**config.mk**
```make
export PLATFORM = sky130hd
export DESIGN_NAME = dynamic_volume_normalizer
export DESIGN_NICKNAME = d
export VERILOG_FILES = /design/src/dvn_pkg.sv /design/src/dvn_divider.sv /design/src/dvn_ctrl.sv /design/src/dvn_datapath.sv /design/src/dynamic_volume_normalizer.sv
export SDC_FILE = /design/constraint.sdc
export NUM_CORES = 2
export LEC_CHECK = 0
export ABC_AREA = 1
export BUFFER_PORTS_ARGS = -buffer_cell sky130_fd_sc_hd__buf_4
export CAP_MARGIN = 20
export CORE_MARGIN = 10
export CORE_UTILIZATION = 35
export CTS_CLUSTER_DIAMETER = 40
export DETAILED_ROUTE_END_ITERATION = 7
export SYNTH_ARGS = -nofsm -noshare
export SYNTH_HDL_FRONTEND = slang
export SYNTH_SLANG_ARGS = --single-unit
```
**constraint.sdc**
```tcl
create_clock -name i_clk -period 10.15 [get_ports i_clk]
set_input_delay 0.5075 -clock i_clk [delete_from_list [all_inputs] [get_ports i_clk]]
set_output_delay 0.5075 -clock i_clk [all_outputs]
set_load 0.1 [all_outputs]
```
**src/dvn_pkg.sv**
```systemverilog
// Shared types, widths and constants of the dynamic volume normalizer.
package dvn_pkg;

    // Block length at which a block ends even without a marked last sample.
    localparam int MAX_BLOCK = 4096;

    localparam int SAMPLE_W = 24;                     // Q3.20 sample
    localparam int GAIN_W   = 24;                     // Q8.16 gain
    localparam int LIMIT_W  = 23;                     // Q3.20 clip magnitude
    localparam int RATE_W   = 16;                     // Q0.16 recovery coefficient
    localparam int SUM_W    = 36;                     // level accumulator
    localparam int CNT_W    = $clog2(MAX_BLOCK + 1);  // holds 1 .. MAX_BLOCK
    localparam int FRAC_W   = 20;                     // fraction bits of a sample
    localparam int GFRAC_W  = 16;                     // fraction bits of the gain
    localparam int PROD_W   = SAMPLE_W + GAIN_W;      // |sample| * gain
    localparam int MAG_W    = PROD_W - GFRAC_W;       // scaled magnitude
    localparam int BPROD_W  = SUM_W + RATE_W;         // level error * rate
    localparam int DIV_W    = 32;                     // divider operand width
    localparam int DCNT_W   = 6;                      // divider step counter
    localparam int CFG_W    = LIMIT_W;                // widest register

    // Quotient bits produced by the clip and the recovery divisions.
    localparam logic [DCNT_W-1:0] CLIP_STEPS  = DCNT_W'(GAIN_W);
    localparam logic [DCNT_W-1:0] BLOCK_STEPS = DCNT_W'(DIV_W);

    localparam logic [GAIN_W-1:0]  GAIN_RESET  = GAIN_W'(65536);
    localparam logic [GAIN_W-1:0]  GAIN_MAX    = '1;
    localparam logic [LIMIT_W-1:0] LIMIT_RESET = LIMIT_W'(1048576);
    localparam logic [RATE_W-1:0]  RATE_RESET  = RATE_W'(655);
    localparam logic [PROD_W-1:0]  ROUND_HALF  = PROD_W'(32768);

    // Configuration register indexes.
    typedef enum logic {
        CFG_CLIP_LIMIT    = 1'b0,
        CFG_RECOVERY_RATE = 1'b1
    } t_cfg_idx;

    // Commands from the controller to the datapath.
    typedef struct packed {
        logic capture;     // take the input beat
        logic mul;         // register |sample| * gain
        logic scale;       // round, clip decision, level sum, count
        logic clip_sat;    // clip with gain quotient beyond range
        logic clip_load;   // start gain / magnitude division
        logic clip_upd;    // gain from the clip quotient
        logic div_step;    // one divider step
        logic bmag;        // level error magnitude and sign
        logic bmul;        // level error * recovery rate
        logic bload;       // start division by block length
        logic bupd;        // apply recovery delta, clear block state
        logic emit;        // load the output register
    } t_cmd;

    // Status from the datapath to the controller.
    typedef struct packed {
        logic clipped;
        logic sat;
        logic blk_end;
        logic div_done;
        logic out_free;
    } t_status;

endpackage

```
**src/dvn_divider.sv**
```systemverilog
// Shared restoring divider, one quotient bit per cycle in which i_step is high.
module dvn_divider
    import dvn_pkg::*;
(
    input  logic              i_clk,
    input  logic              i_rst_n,
    input  logic              i_load,
    input  logic              i_step,
    input  logic [DIV_W-1:0]  i_rem_init,
    input  logic [DIV_W-1:0]  i_dividend,
    input  logic [DIV_W-1:0]  i_divisor,
    input  logic [DCNT_W-1:0] i_steps,
    output logic [DIV_W-1:0]  o_quotient,
    output logic              o_done
);

    logic [DIV_W-1:0]  r_rem;
    logic [DIV_W-1:0]  r_dd;
    logic [DIV_W-1:0]  r_dsr;
    logic [DIV_W-1:0]  r_quo;
    logic [DCNT_W-1:0] r_cnt;
    logic [DIV_W:0]    w_trial;
    logic              w_fit;

    // Shift the next dividend bit into the partial remainder and try the subtract.
    assign w_trial = {r_rem, r_dd[DIV_W-1]};
    assign w_fit   = (w_trial >= {1'b0, r_dsr});

    always_ff @(posedge i_clk) begin
        if (!i_rst_n) begin
            r_cnt <= '0;
        end else if (i_load) begin
            r_cnt <= i_steps;
        end else if (i_step && r_cnt != '0) begin
            r_cnt <= r_cnt - 1'b1;
        end
    end

    // Operand registers need no reset.
    always_ff @(posedge i_clk) begin
        if (i_load) begin
            r_rem <= i_rem_init;
            r_dd  <= i_dividend;
            r_dsr <= i_divisor;
            r_quo <= '0;
        end else if (i_step && r_cnt != '0) begin
            r_rem <= w_fit ? DIV_W'(w_trial - {1'b0, r_dsr}) : w_trial[DIV_W-1:0];
            r_dd  <= {r_dd[DIV_W-2:0], 1'b0};
            r_quo <= {r_quo[DIV_W-2:0], w_fit};
        end
    end

    assign o_quotient = r_quo;
    assign o_done     = (r_cnt == '0);

endmodule

```
**src/dvn_ctrl.sv**
```systemverilog
// Controller state machine that sequences one sample through the datapath.
module dvn_ctrl
    import dvn_pkg::*;
(
    input  logic    i_clk,
    input  logic    i_rst_n,
    input  logic    i_in_valid,
    input  t_status i_status,
    output logic    o_in_ready,
    output t_cmd    o_cmd
);

    typedef enum logic [9:0] {
        ST_IDLE  = 10'b00_0000_0001,
        ST_MUL   = 10'b00_0000_0010,
        ST_SCALE = 10'b00_0000_0100,
        ST_CLIP  = 10'b00_0000_1000,
        ST_CDIV  = 10'b00_0001_0000,
        ST_BMAG  = 10'b00_0010_0000,
        ST_BMUL  = 10'b00_0100_0000,
        ST_BLOAD = 10'b00_1000_0000,
        ST_BDIV  = 10'b01_0000_0000,
        ST_EMIT  = 10'b10_0000_0000
    } t_state;

    t_state r_state;
    t_state n_state;
    t_state w_after_clip;

    always_ff @(posedge i_clk) begin
        if (!i_rst_n) begin
            r_state <= ST_IDLE;
        end else begin
            r_state <= n_state;
        end
    end

    // A block end goes through the recovery update before the beat is sent.
    assign w_after_clip = i_status.blk_end ? ST_BMAG : ST_EMIT;

    always_comb begin
        n_state    = r_state;
        o_cmd      = '0;
        o_in_ready = 1'b0;
        case (r_state)
            ST_IDLE: begin
                o_in_ready = 1'b1;
                if (i_in_valid) begin
                    o_cmd.capture = 1'b1;
                    n_state       = ST_MUL;
                end
            end
            ST_MUL: begin
                o_cmd.mul = 1'b1;
                n_state   = ST_SCALE;
            end
            ST_SCALE: begin
                o_cmd.scale = 1'b1;
                n_state     = ST_CLIP;
            end
            ST_CLIP: begin
                if (!i_status.clipped) begin
                    n_state = w_after_clip;
                end else if (i_status.sat) begin
                    o_cmd.clip_sat = 1'b1;
                    n_state        = w_after_clip;
                end else begin
                    o_cmd.clip_load = 1'b1;
                    n_state         = ST_CDIV;
                end
            end
            ST_CDIV: begin
                if (i_status.div_done) begin
                    o_cmd.clip_upd = 1'b1;
                    n_state        = w_after_clip;
                end else begin
                    o_cmd.div_step = 1'b1;
                end
            end
            ST_BMAG: begin
                o_cmd.bmag = 1'b1;
                n_state    = ST_BMUL;
            end
            ST_BMUL: begin
                o_cmd.bmul = 1'b1;
                n_state    = ST_BLOAD;
            end
            ST_BLOAD: begin
                o_cmd.bload = 1'b1;
                n_state     = ST_BDIV;
            end
            ST_BDIV: begin
                if (i_status.div_done) begin
                    o_cmd.bupd = 1'b1;
                    n_state    = ST_EMIT;
                end else begin
                    o_cmd.div_step = 1'b1;
                end
            end
            ST_EMIT: begin
                if (i_status.out_free) begin
                    o_cmd.emit = 1'b1;
                    n_state    = ST_IDLE;
                end
            end
            default: begin
                n_state = ST_IDLE;
            end
        endcase
    end

endmodule

```
**src/dvn_datapath.sv**
```systemverilog
// Datapath: gain multiply, clipping, level accumulation, recovery and output register.
module dvn_datapath
    import dvn_pkg::*;
(
    input  logic                i_clk,
    input  logic                i_rst_n,
    input  logic                i_cfg_we,
    input  logic                i_cfg_index,
    input  logic [CFG_W-1:0]    i_cfg_data,
    input  logic [SAMPLE_W-1:0] i_in_data,
    input  logic                i_in_last,
    input  logic                i_out_ready,
    input  t_cmd                i_cmd,
    output t_status             o_status,
    output logic                o_out_valid,
    output logic [SAMPLE_W-1:0] o_out_data,
    output logic                o_out_clip,
    output logic                o_out_last
);

    logic [LIMIT_W-1:0]  r_clip_limit;
    logic [RATE_W-1:0]   r_rate;
    logic [GAIN_W-1:0]   r_gain;
    logic [SUM_W-1:0]    r_level_sum;
    logic [CNT_W-1:0]    r_count;

    logic                r_neg;
    logic [SAMPLE_W-1:0] r_amag;
    logic                r_last;
    logic                r_end;
    logic [PROD_W-1:0]   r_prod;
    logic [MAG_W-1:0]    r_m;
    logic                r_clipped;
    logic [SAMPLE_W-1:0] r_res;
    logic                r_bneg;
    logic [SUM_W-1:0]    r_bmag;
    logic [BPROD_W-1:0]  r_bprod;

    logic                r_out_valid;
    logic [SAMPLE_W-1:0] r_out_data;
    logic                r_out_clip;
    logic                r_out_last;

    logic [CNT_W-1:0]    w_count_inc;
    logic [SAMPLE_W-1:0] w_amag;
    logic [PROD_W-1:0]   w_round;
    logic [MAG_W-1:0]    w_m;
    logic                w_clip;
    logic [SAMPLE_W-1:0] w_omag;
    logic [SUM_W-1:0]    w_full;
    logic                w_sat;
    logic [DIV_W-1:0]    w_quo;
    logic                w_div_done;
    logic [DIV_W-1:0]    w_rem_init;
    logic [DIV_W-1:0]    w_dividend;
    logic [DIV_W-1:0]    w_divisor;
    logic [DCNT_W-1:0]   w_steps;
    logic [GAIN_W:0]     w_gain_up;
    logic [GAIN_W-1:0]   w_gain_rec;

    // Configuration registers; the user must write them only while the block is idle (not enforced here).
    always_ff @(posedge i_clk) begin
        if (!i_rst_n) begin
            r_clip_limit <= LIMIT_RESET;
            r_rate       <= RATE_RESET;
        end else if (i_cfg_we) begin
            case (t_cfg_idx'(i_cfg_index))
                CFG_CLIP_LIMIT:    r_clip_limit <= i_cfg_data;
                CFG_RECOVERY_RATE: r_rate       <= i_cfg_data[RATE_W-1:0];
                default: ;
            endcase
        end
    end

    // Sample magnitude; the most negative sample maps to 2^23, which still fits.
    assign w_amag      = i_in_data[SAMPLE_W-1] ? SAMPLE_W'(-i_in_data) : i_in_data;
    assign w_count_inc = r_count + 1'b1;

    // Round half up on the magnitude, then compare with the limit.
    assign w_round = r_prod + ROUND_HALF;
    assign w_m     = w_round[PROD_W-1:GFRAC_W];
    assign w_clip  = (w_m > MAG_W'(r_clip_limit));
    assign w_omag  = w_clip ? SAMPLE_W'(r_clip_limit) : w_m[SAMPLE_W-1:0];

    // Quotient gain * 2^20 / m reaches 2^24 exactly when gain >= 16 * m.
    assign w_sat = ({(MAG_W + 4 - GAIN_W)'(0), r_gain} >= {r_m, 4'b0000});

    // One full-scale level per sample of the block.
    assign w_full = {(SUM_W - CNT_W - FRAC_W)'(0), w_count_inc, FRAC_W'(0)};

    // Divider operands: clip divides gain << 20 by m, recovery divides by the block length.
    always_comb begin
        if (i_cmd.clip_load) begin
            w_rem_init = DIV_W'(r_gain[GAIN_W-1:GAIN_W-FRAC_W]);
            w_dividend = {r_gain[GAIN_W-FRAC_W-1:0], (DIV_W - GAIN_W + FRAC_W)'(0)};
            w_divisor  = r_m;
            w_steps    = CLIP_STEPS;
        end else begin
            w_rem_init = '0;
            w_dividend = r_bprod[BPROD_W-1:FRAC_W];
            w_divisor  = DIV_W'(w_count_inc);
            w_steps    = BLOCK_STEPS;
        end
    end

    dvn_divider u_div (
        .i_clk      (i_clk),
        .i_rst_n    (i_rst_n),
        .i_load     (i_cmd.clip_load | i_cmd.bload),
        .i_step     (i_cmd.div_step),
        .i_rem_init (w_rem_init),
        .i_dividend (w_dividend),
        .i_divisor  (w_divisor),
        .i_steps    (w_steps),
        .o_quotient (w_quo),
        .o_done     (w_div_done)
    );

    // Recovered gain, saturated at both ends.
    assign w_gain_up = {1'b0, r_gain} + (GAIN_W + 1)'(w_quo);
    always_comb begin
        if (r_bneg) begin
            w_gain_rec = (w_quo >= DIV_W'(r_gain)) ? '0 : GAIN_W'(r_gain - w_quo[GAIN_W-1:0]);
        end else if (w_quo > DIV_W'(GAIN_MAX) || w_gain_up[GAIN_W]) begin
            w_gain_rec = GAIN_MAX;
        end else begin
            w_gain_rec = w_gain_up[GAIN_W-1:0];
        end
    end

    // Persistent state: gain, level sum and block count.
    always_ff @(posedge i_clk) begin
        if (!i_rst_n) begin
            r_gain      <= GAIN_RESET;
            r_level_sum <= '0;
            r_count     <= '0;
        end else begin
            if (i_cmd.scale) begin
                if (!w_clip) begin
                    r_level_sum <= r_level_sum + SUM_W'(w_m);
                end
                if (!r_end) begin
                    r_count <= w_count_inc;
                end
            end
            if (i_cmd.clip_sat) begin
                r_gain <= GAIN_MAX;
            end else if (i_cmd.clip_upd) begin
                r_gain <= w_quo[GAIN_W-1:0];
            end else if (i_cmd.bupd) begin
                r_gain      <= w_gain_rec;
                r_level_sum <= '0;
                r_count     <= '0;
            end
        end
    end

    // Per-sample working registers.
    always_ff @(posedge i_clk) begin
        if (i_cmd.capture) begin
            r_neg  <= i_in_data[SAMPLE_W-1];
            r_amag <= w_amag;
            r_last <= i_in_last;
            r_end  <= i_in_last || (w_count_inc >= CNT_W'(MAX_BLOCK));
        end
        if (i_cmd.mul) begin
            r_prod <= r_amag * r_gain;
        end
        if (i_cmd.scale) begin
            r_m       <= w_m;
            r_clipped <= w_clip;
            r_res     <= r_neg ? SAMPLE_W'(-w_omag) : w_omag;
        end
        if (i_cmd.bmag) begin
            r_bneg <= (r_level_sum > w_full);
            r_bmag <= (r_level_sum > w_full) ? (r_level_sum - w_full) : (w_full - r_level_sum);
        end
        if (i_cmd.bmul) begin
            r_bprod <= r_bmag * r_rate;
        end
    end

    // Output register: holds a beat until the receiver takes it.
    always_ff @(posedge i_clk) begin
        if (!i_rst_n) begin
            r_out_valid <= 1'b0;
        end else if (i_cmd.emit) begin
            r_out_valid <= 1'b1;
        end else if (i_out_ready) begin
            r_out_valid <= 1'b0;
        end
    end

    always_ff @(posedge i_clk) begin
        if (i_cmd.emit) begin
            r_out_data <= r_res;
            r_out_clip <= r_clipped;
            r_out_last <= r_last;
        end
    end

    assign o_status.clipped  = r_clipped;
    assign o_status.sat      = w_sat;
    assign o_status.blk_end  = r_end;
    assign o_status.div_done = w_div_done;
    assign o_status.out_free = !r_out_valid || i_out_ready;

    assign o_out_valid = r_out_valid;
    assign o_out_data  = r_out_data;
    assign o_out_clip  = r_out_clip;
    assign o_out_last  = r_out_last;

endmodule

```
**src/dynamic_volume_normalizer.sv**
```systemverilog
// Top level of the dynamic volume normalizer: controller plus datapath.
//
// Usage: audio samples (signed Q3.20) arrive on the s_axis stream, one per beat,
// with s_axis_tlast marking the last sample of a block. Each sample is scaled by a
// running Q8.16 gain and leaves on the m_axis stream; a sample whose scaled
// magnitude exceeds the clip limit is clipped, flagged in m_axis_tuser, and sets
// the gain to 1.0 over its raw magnitude. At each block end (or after 4096 samples)
// the gain recovers by the recovery rate times the gap between full scale and the
// mean unclipped level. Registers are written through i_cfg_* while idle.
//
// Sequence: a sample is captured, multiplied by the gain, scaled and clip-checked,
// then loaded into the output register once that is free. A clipped sample whose
// new gain fits adds a serial division for the 24-bit gain quotient; a block end
// adds the level error times the rate and a division by the block length on the
// same divider. A sample is taken only once the last one is in the output register.
// Reset restores gain 1.0, clip limit 1.0 and rate 655 and clears the block.
// While the receiver stalls, the output register holds its beat and the next
// sample is still taken and processed; it then waits until the register frees.
module dynamic_volume_normalizer
    import dvn_pkg::*;
(
    input  logic                i_clk,
    input  logic                i_rst_n,
    // Configuration write port.
    input  logic                i_cfg_we,
    input  logic                i_cfg_index,
    input  logic [CFG_W-1:0]    i_cfg_data,
    // Input stream.
    input  logic                s_axis_tvalid,
    output logic                s_axis_tready,
    input  logic [SAMPLE_W-1:0] s_axis_tdata,   // [23:0] sample_in
    input  logic                s_axis_tlast,   // block_end
    // Output stream.
    output logic                m_axis_tvalid,
    input  logic                m_axis_tready,
    output logic [SAMPLE_W-1:0] m_axis_tdata,   // [23:0] sample_out
    output logic [0:0]          m_axis_tuser,   // [0] was_clipped
    output logic                m_axis_tlast    // block_last
);

    t_cmd    w_cmd;
    t_status w_status;
    logic    w_clip;

    dvn_ctrl u_ctrl (
        .i_clk      (i_clk),
        .i_rst_n    (i_rst_n),
        .i_in_valid (s_axis_tvalid),
        .i_status   (w_status),
        .o_in_ready (s_axis_tready),
        .o_cmd      (w_cmd)
    );

    dvn_datapath u_dp (
        .i_clk       (i_clk),
        .i_rst_n     (i_rst_n),
        .i_cfg_we    (i_cfg_we),
        .i_cfg_index (i_cfg_index),
        .i_cfg_data  (i_cfg_data),
        .i_in_data   (s_axis_tdata),
        .i_in_last   (s_axis_tlast),
        .i_out_ready (m_axis_tready),
        .i_cmd       (w_cmd),
        .o_status    (w_status),
        .o_out_valid (m_axis_tvalid),
        .o_out_data  (m_axis_tdata),
        .o_out_clip  (w_clip),
        .o_out_last  (m_axis_tlast)
    );

    assign m_axis_tuser[0] = w_clip;

endmodule

```
After elaboration in Yosys (flattened, before gate mapping) --
Cells that the tools add are included.
Word-level totals: memory bits (writable) 0, bits in read-only memories 0, flip-flop bits (word level) 504, memories kept 0, latch bits 0, word-level logic and storage cells 142, input bits 54
Operators by class: $add $sub $neg 11, divide/modulo/power cells 0, shifts and indexed selects 0, bitwise operators 3, equality and inequality tests 14, magnitude comparators 7, multipliers 2, reduce and logical (&&, ||, !) cells 16, mux-type cells 60
Operators by type and width (number):
- $mux 36 | 6
- $mux 24 | 8
- $mux 32 | 6
- $pmux 10 s10 | 1
- $mux 13 | 6
- $mux 10 | 7
- $mul 36x16->52 | 1
- $add 48x16->48 const B | 1
- $mul 24x24->48 | 1
- $neg 24->24 | 2
- $add 36x32->36 | 1
- $ge 24x36->1 | 1
- $gt 36x33->1 | 1
- $sub 33x36->36 | 1
- $sub 36x33->36 | 1
- $ge 33x32->1 | 1
- $ge 32x24->1 | 1
- $gt 32x23->1 | 1
- $gt 32x24->1 const B | 1
- $sub 32x32->32 | 1
- $add 24x25->25 | 1
- $sub 24x24->24 | 1
- $mux 23 | 1
- $mux 20 | 1
- other kinds (30) | 60

Depth between registers and ports, before layout --
depth in word-level cells 7, gate-level depth with buffers 31, depth with buffers taken out 29

Modules after synthesis --
From an unflattened synthesis, not the netlist that was laid out.
Unflattened totals: cells, all modules 8902, area total of the unflattened synthesis 68077.8 µm²
Modules (own cells, without submodules):
- dvn_datapath | instances 1, cells each 7677, area each 59185.5 µm²
- dvn_divider | instances 1, cells each 1113, area each 8214.1 µm²
- dvn_ctrl | instances 1, cells each 112, area each 678.2 µm²

Worst setup path after synthesis --
OpenSTA, ideal clock, no wires.
path kind flip-flop to flip-flop, start point register u_ctrl.r_state[6], end point register u_dp.r_level_sum[14], required time 10022 ps, setup time 128 ps, cell stages (with the launch flop) 12, setup slack 2270 ps, data arrival time 7752 ps, period minus slack after synthesis 7880 ps, path buffers 1, cells stage by stage dfxtp_1 -> nor2_1 -> inv_1 -> nor2_1 -> inv_1 -> nor4_1 -> inv_1 -> nor2_1 -> inv_1 -> clkbuf_1 -> mux2i_1 -> nor2_1
Between the ends: longest elaborated chain between the ends 6, elaborated cells on any way between the ends 12
RTL lines:
- from (decl) | line dvn_ctrl.sv:26 | t_state r_state;
- from (signal assigned) | line dvn_ctrl.sv:34 | r_state <= n_state;
- $eq 10x3->1 | line dvn_ctrl.sv:45 | case (r_state)
- $mux 1 | line dvn_ctrl.sv:45
- $mux 36 | line dvn_datapath.sv:138 | if (i_cmd.scale) begin
- $mux 36 | line dvn_datapath.sv:150 | end else if (i_cmd.bupd) begin
- $mux 36 | line dvn_datapath.sv:148 | end else if (i_cmd.clip_upd) begin
- $mux 36 (*) | line dvn_datapath.sv:146 | if (i_cmd.clip_sat) begin
- to (signal assigned) | line dvn_datapath.sv:140 | r_level_sum <= r_level_sum + SUM_W'(w_m);
- to (decl) | line dvn_datapath.sv:24 | logic [SUM_W-1:0] r_level_sum;
Every way passes the cells marked *; elsewhere a longest branch is shown, timed or not. A chain may end at the register's enable or synchronous reset.

Final worst setup path --
start point register u_dp.r_amag[5], end point register u_dp.r_prod[47] (data pin)
Between the ends: longest elaborated chain between the ends 1
RTL lines:
- from (decl) | line dvn_datapath.sv:28 | logic [SAMPLE_W-1:0] r_amag;
- from (signal assigned) | line dvn_datapath.sv:162 | r_amag <= w_amag;
- $mul 24x24->48 | line dvn_datapath.sv:167 | r_prod <= r_amag * r_gain;
- to (signal assigned) | line dvn_datapath.sv:167
- to (decl) | line dvn_datapath.sv:31 | logic [PROD_W-1:0] r_prod;
No other way between the ends.

==> impl_metrics.json <==
{
  "status": "completed",
  "critical_path_class": "register to register",
  "synth.cell_area_um2": 66600,
  "fmax_mhz": 134,
  "synthFlopType": "edfxtp_1",
  "fp.coreArea_um2": 190000,
  "setup_tns_ps": 0,
  "nets": 9995,
  "postCtsResizedCells": 0,
  "dp.cells": 10900,
  "drcViolationCount": 0,
  "fillCellCount": 19600,
  "vias_per_cell": 4.99,
  "dr.pass1.iters": 7,
  "cts_buffers": 88,
  "post-cts-setup-buffers": 0,
  "htreeDepth": 3,
  "ys_ff_latch": 469,
  "worstPathRequired_ps": 10610,
  "ir_drop_v": 0.000135,
  "grt_max_degree": 67,
  "crit_path_max_fanout": 24,
  "antenna_found_initial": 8,
  "clockRootBuffer": "clkbuf_16",
  "multi_input_area_um2": 45100,
  "clock_sinks": 469,
  "critPathBufInv": 9,
  "power_leakage_nw": 37.5,
  "crit_slowest_cell": "edfxtp_1",
  "grt_pass1_vias": 58100,
  "rows": 160,
  "rsz0062_at_grt": "false",
  "relSlewSlack_pct": 19.7,
  "grt_first_pass_wirelength_um": 333000,
  "cts_max_path_buffers": 3,
  "ant_nets": 0,
  "start_util_pct": 35.1,
  "min_path_type": "primary input to register",
  "drt_wl_total_um": 210000,
  "synth-async-reset-ratio_pct": 0,
  "num_vias": 55300,
  "setup_slack_ps": 2710,
  "seq_area_um2": 12500,
  "setup_violations": 0,
  "die_area_um2": 208000,
  "clock_skew_ps": 71.9,
  "ys_warn_count": 0,
  "num_io_pins": 82,
  "cp-end-kind": "register",
  "cts.clk_slew.worst_paths_ps": 60,
  "synth-edff-count": 308,
  "period_share_pct": 73.3,
  "syn_inst": 8562,
  "worstSkewPairLatency_ps": 740,
  "grt_overflow": 0,
  "place_hpwl_um": 164000,
  "tightest_slew_ps": 1200,
  "min_period_ps": 7440,
  "dieHeight_um": 456,
  "syn_avg_cell_area_um2": 7.78,
  "crit_arrival_ps": 7900,
  "hold_viol": 0,
  "drv_cap": 0,
  "cp_common_cell": "inv_1",
  "ys_seq_area_share_pct": 18.7,
  "die_x_um": 456,
  "powerDensity_nw_per_um2": 113,
  "drt-wirelength-per-cell_um": 19.0,
  "drt_iter0_drc": 3993,
  "drive_above_1_share_pct": 4.50,
  "slew_viol_final": 0,
  "area_delta_synth_final_pct": 9.50,
  "synth_nets": 10100,
  "worst_setup_path_start_kind": "register",
  "max_stage_delay_ps": 1140,
  "tritoncts": "built",
  "fin_cells": 11100,
  "track_usage_pct": 20.0,
  "portBuffers": 81,
  "cp_top_family": "adder cells",
  "synthDistinctLibCells": 56,
  "gp_congestion": 0.952,
  "pre_cts_slack_ps": 2720
}
==> cells by family after synthesis <==
logic type | count (synthesis) | synth area share (%)
multiplexers | 5 | 0.0770
AO/OA/AOI/OAI | 1003 | 8.36
adder cells (fa/ha/maj) | 1459 | 38.2
XOR/XNOR | 242 | 3.18
flip-flops | 469 | 18.7
buffers and inverters | 2430 | 13.7
AND/OR/NAND/NOR | 2954 | 17.7
==> final timing paths <==
kind | start | endpoint | slack (ps) | cells after the start
setup / recovery | u_dp.r_amag[5]$_DFFE_PP_ | u_dp.r_prod[47]$_DFFE_PP_ | 2710 | 27
hold / removal | i_cfg_data[0] | u_dp.r_rate[0]$_SDFFE_PN1P_ | 50 | 3
setup reg to reg | u_dp.r_amag[5]$_DFFE_PP_ | u_dp.r_prod[47]$_DFFE_PP_ | 2710 | 27
hold reg to reg | u_dp.r_res[0]$_DFFE_PN_ | u_dp.o_out_data[0]$_DFFE_PP_ | 420 | 0
==> stage by stage <==
stage	instance area [um2]	hold WS (ps)	utilization [%]	total power [mW]
floorplan	66600	400	-	4.27
global placement	69800	410	36.8	5.21
detailed placement	69800	406	36.8	5.24
CTS	72900	3.33	38.4	8.32
global route	73000	6.19	38.4	8.77
finish	73000	47.2	38.4	8.26
==> cell usage in the layout (no fill, tap or decap), types with 10 or more instances in the layout <==
master / n
edfxtp_1: 308
a21o_1: 18
nand2_2: 11
a21oi_1: 419
o21bai_1: 18
clkbuf_16: 89
nand2_1: 2085
o21ai_1: 10
xor2_1: 159
inv_1: 2074
a21boi_0: 13
nand3b_1: 11
a31oi_1: 32
clkbuf_1: 14
fa_1: 959
clkinv_2: 10
ha_1: 500
xnor2_1: 83
o21ai_0: 362
o2111ai_1: 24
a211oi_1: 24
nor2_2: 11
or2_2: 12
nand4_1: 62
dfxtp_1: 161
nor4_1: 27
buf_4: 169
o211ai_1: 19
nand3_1: 155
nor3_1: 51
o21a_1: 34
nor2_1: 502
==> registers in the layout, indices dropped and copies added, names as in the netlist, 13 cells and up <==
register	cells
u_dp.r_gain	24
u_dp.r_res	24
u_dp.r_bmag	36
u_dp.u_div.r_dsr	32
u_dp.u_div.r_rem	32
u_dp.r_clip_limit	23
u_dp.u_div.r_dd	32
u_dp.r_prod	33
u_dp.r_rate	16
u_dp.o_out_data	24
u_dp.r_count	13
u_dp.u_div.o_quotient	32
u_dp.r_level_sum	36
u_dp.r_amag	24
u_dp.r_m	32
u_dp.r_bprod	32
==> cell type report <==
cell class / count / area share [%]
tap: 2511 / 4.31
antenna: 3 / 0.0103
clock inverter: 60 / 1.04
sequential: 469 / 17.1
clock buffer: 105 / 3.16
timing repair buffer: 177 / 1.92
inverter: 2083 / 10.7
multi-input combinational: 5663 / 61.7
==> worst register-to-register path, stage by stage, from the launching register on <==
cell,delay [ps]
edfxtp_1,1140
nand2_1,190
fa_1,530
inv_1,60
fa_1,490
inv_1,50
fa_1,540
inv_1,60
fa_1,550
fa_1,470
fa_1,510
inv_1,50
fa_1,470
inv_1,40
ha_1,350
a21oi_1,220
inv_1,60
a31oi_1,200
inv_1,70
a21oi_1,110
nand2_1,60
a21oi_1,250
inv_1,90
a21oi_1,260
inv_1,100
nand2_1,70
a21oi_1,70
xor2_1,140
==> Yosys cell counts (19+ instances only) <==
cell / n / area, um2
a31oi_1: 32 / 200
o21a_1: 34 / 255
buf_1: 30 / 113
clkbuf_1: 301 / 1130
fa_1: 959 / 19200
a211oi_1: 24 / 180
ha_1: 500 / 6260
nand4_1: 62 / 388
nand3_1: 155 / 776
xnor2_1: 83 / 727
xor2_1: 159 / 1390
nor4_1: 28 / 175
edfxtp_1: 308 / 9250
nor2_1: 508 / 1910
o211ai_1: 19 / 143
o2111ai_1: 24 / 210
nor3_1: 53 / 265
a21oi_1: 419 / 2100
inv_1: 2075 / 7790
nand2_1: 2086 / 7830
o21ai_0: 362 / 1810
dfxtp_1: 161 / 3220
==> report_power, final <==
part,total [mW],internal (mW),switching (mW)
clock,3.03,1.85,1.18
sequential,2.35,2.21,0.147
combinational,2.88,0.965,1.91
total,8.26,5.02,3.24
==> routing by layer <==
metal	GRT usage, %	vias up	part of all wire, %
met5	0	-	0.0062
met4	7.42	2	4.0
met3	2.63	335	6.5
met2	33.6	1789	47
met1	26.4	27500	42
li1	-	25700	-
==> repair_timing <==
action	in CTS	in global routing
endpoints found under the hold margin	4	0
hold buffers	4	0
endpoints found under the setup margin	0	0
(Power assumes the default switching activity.)
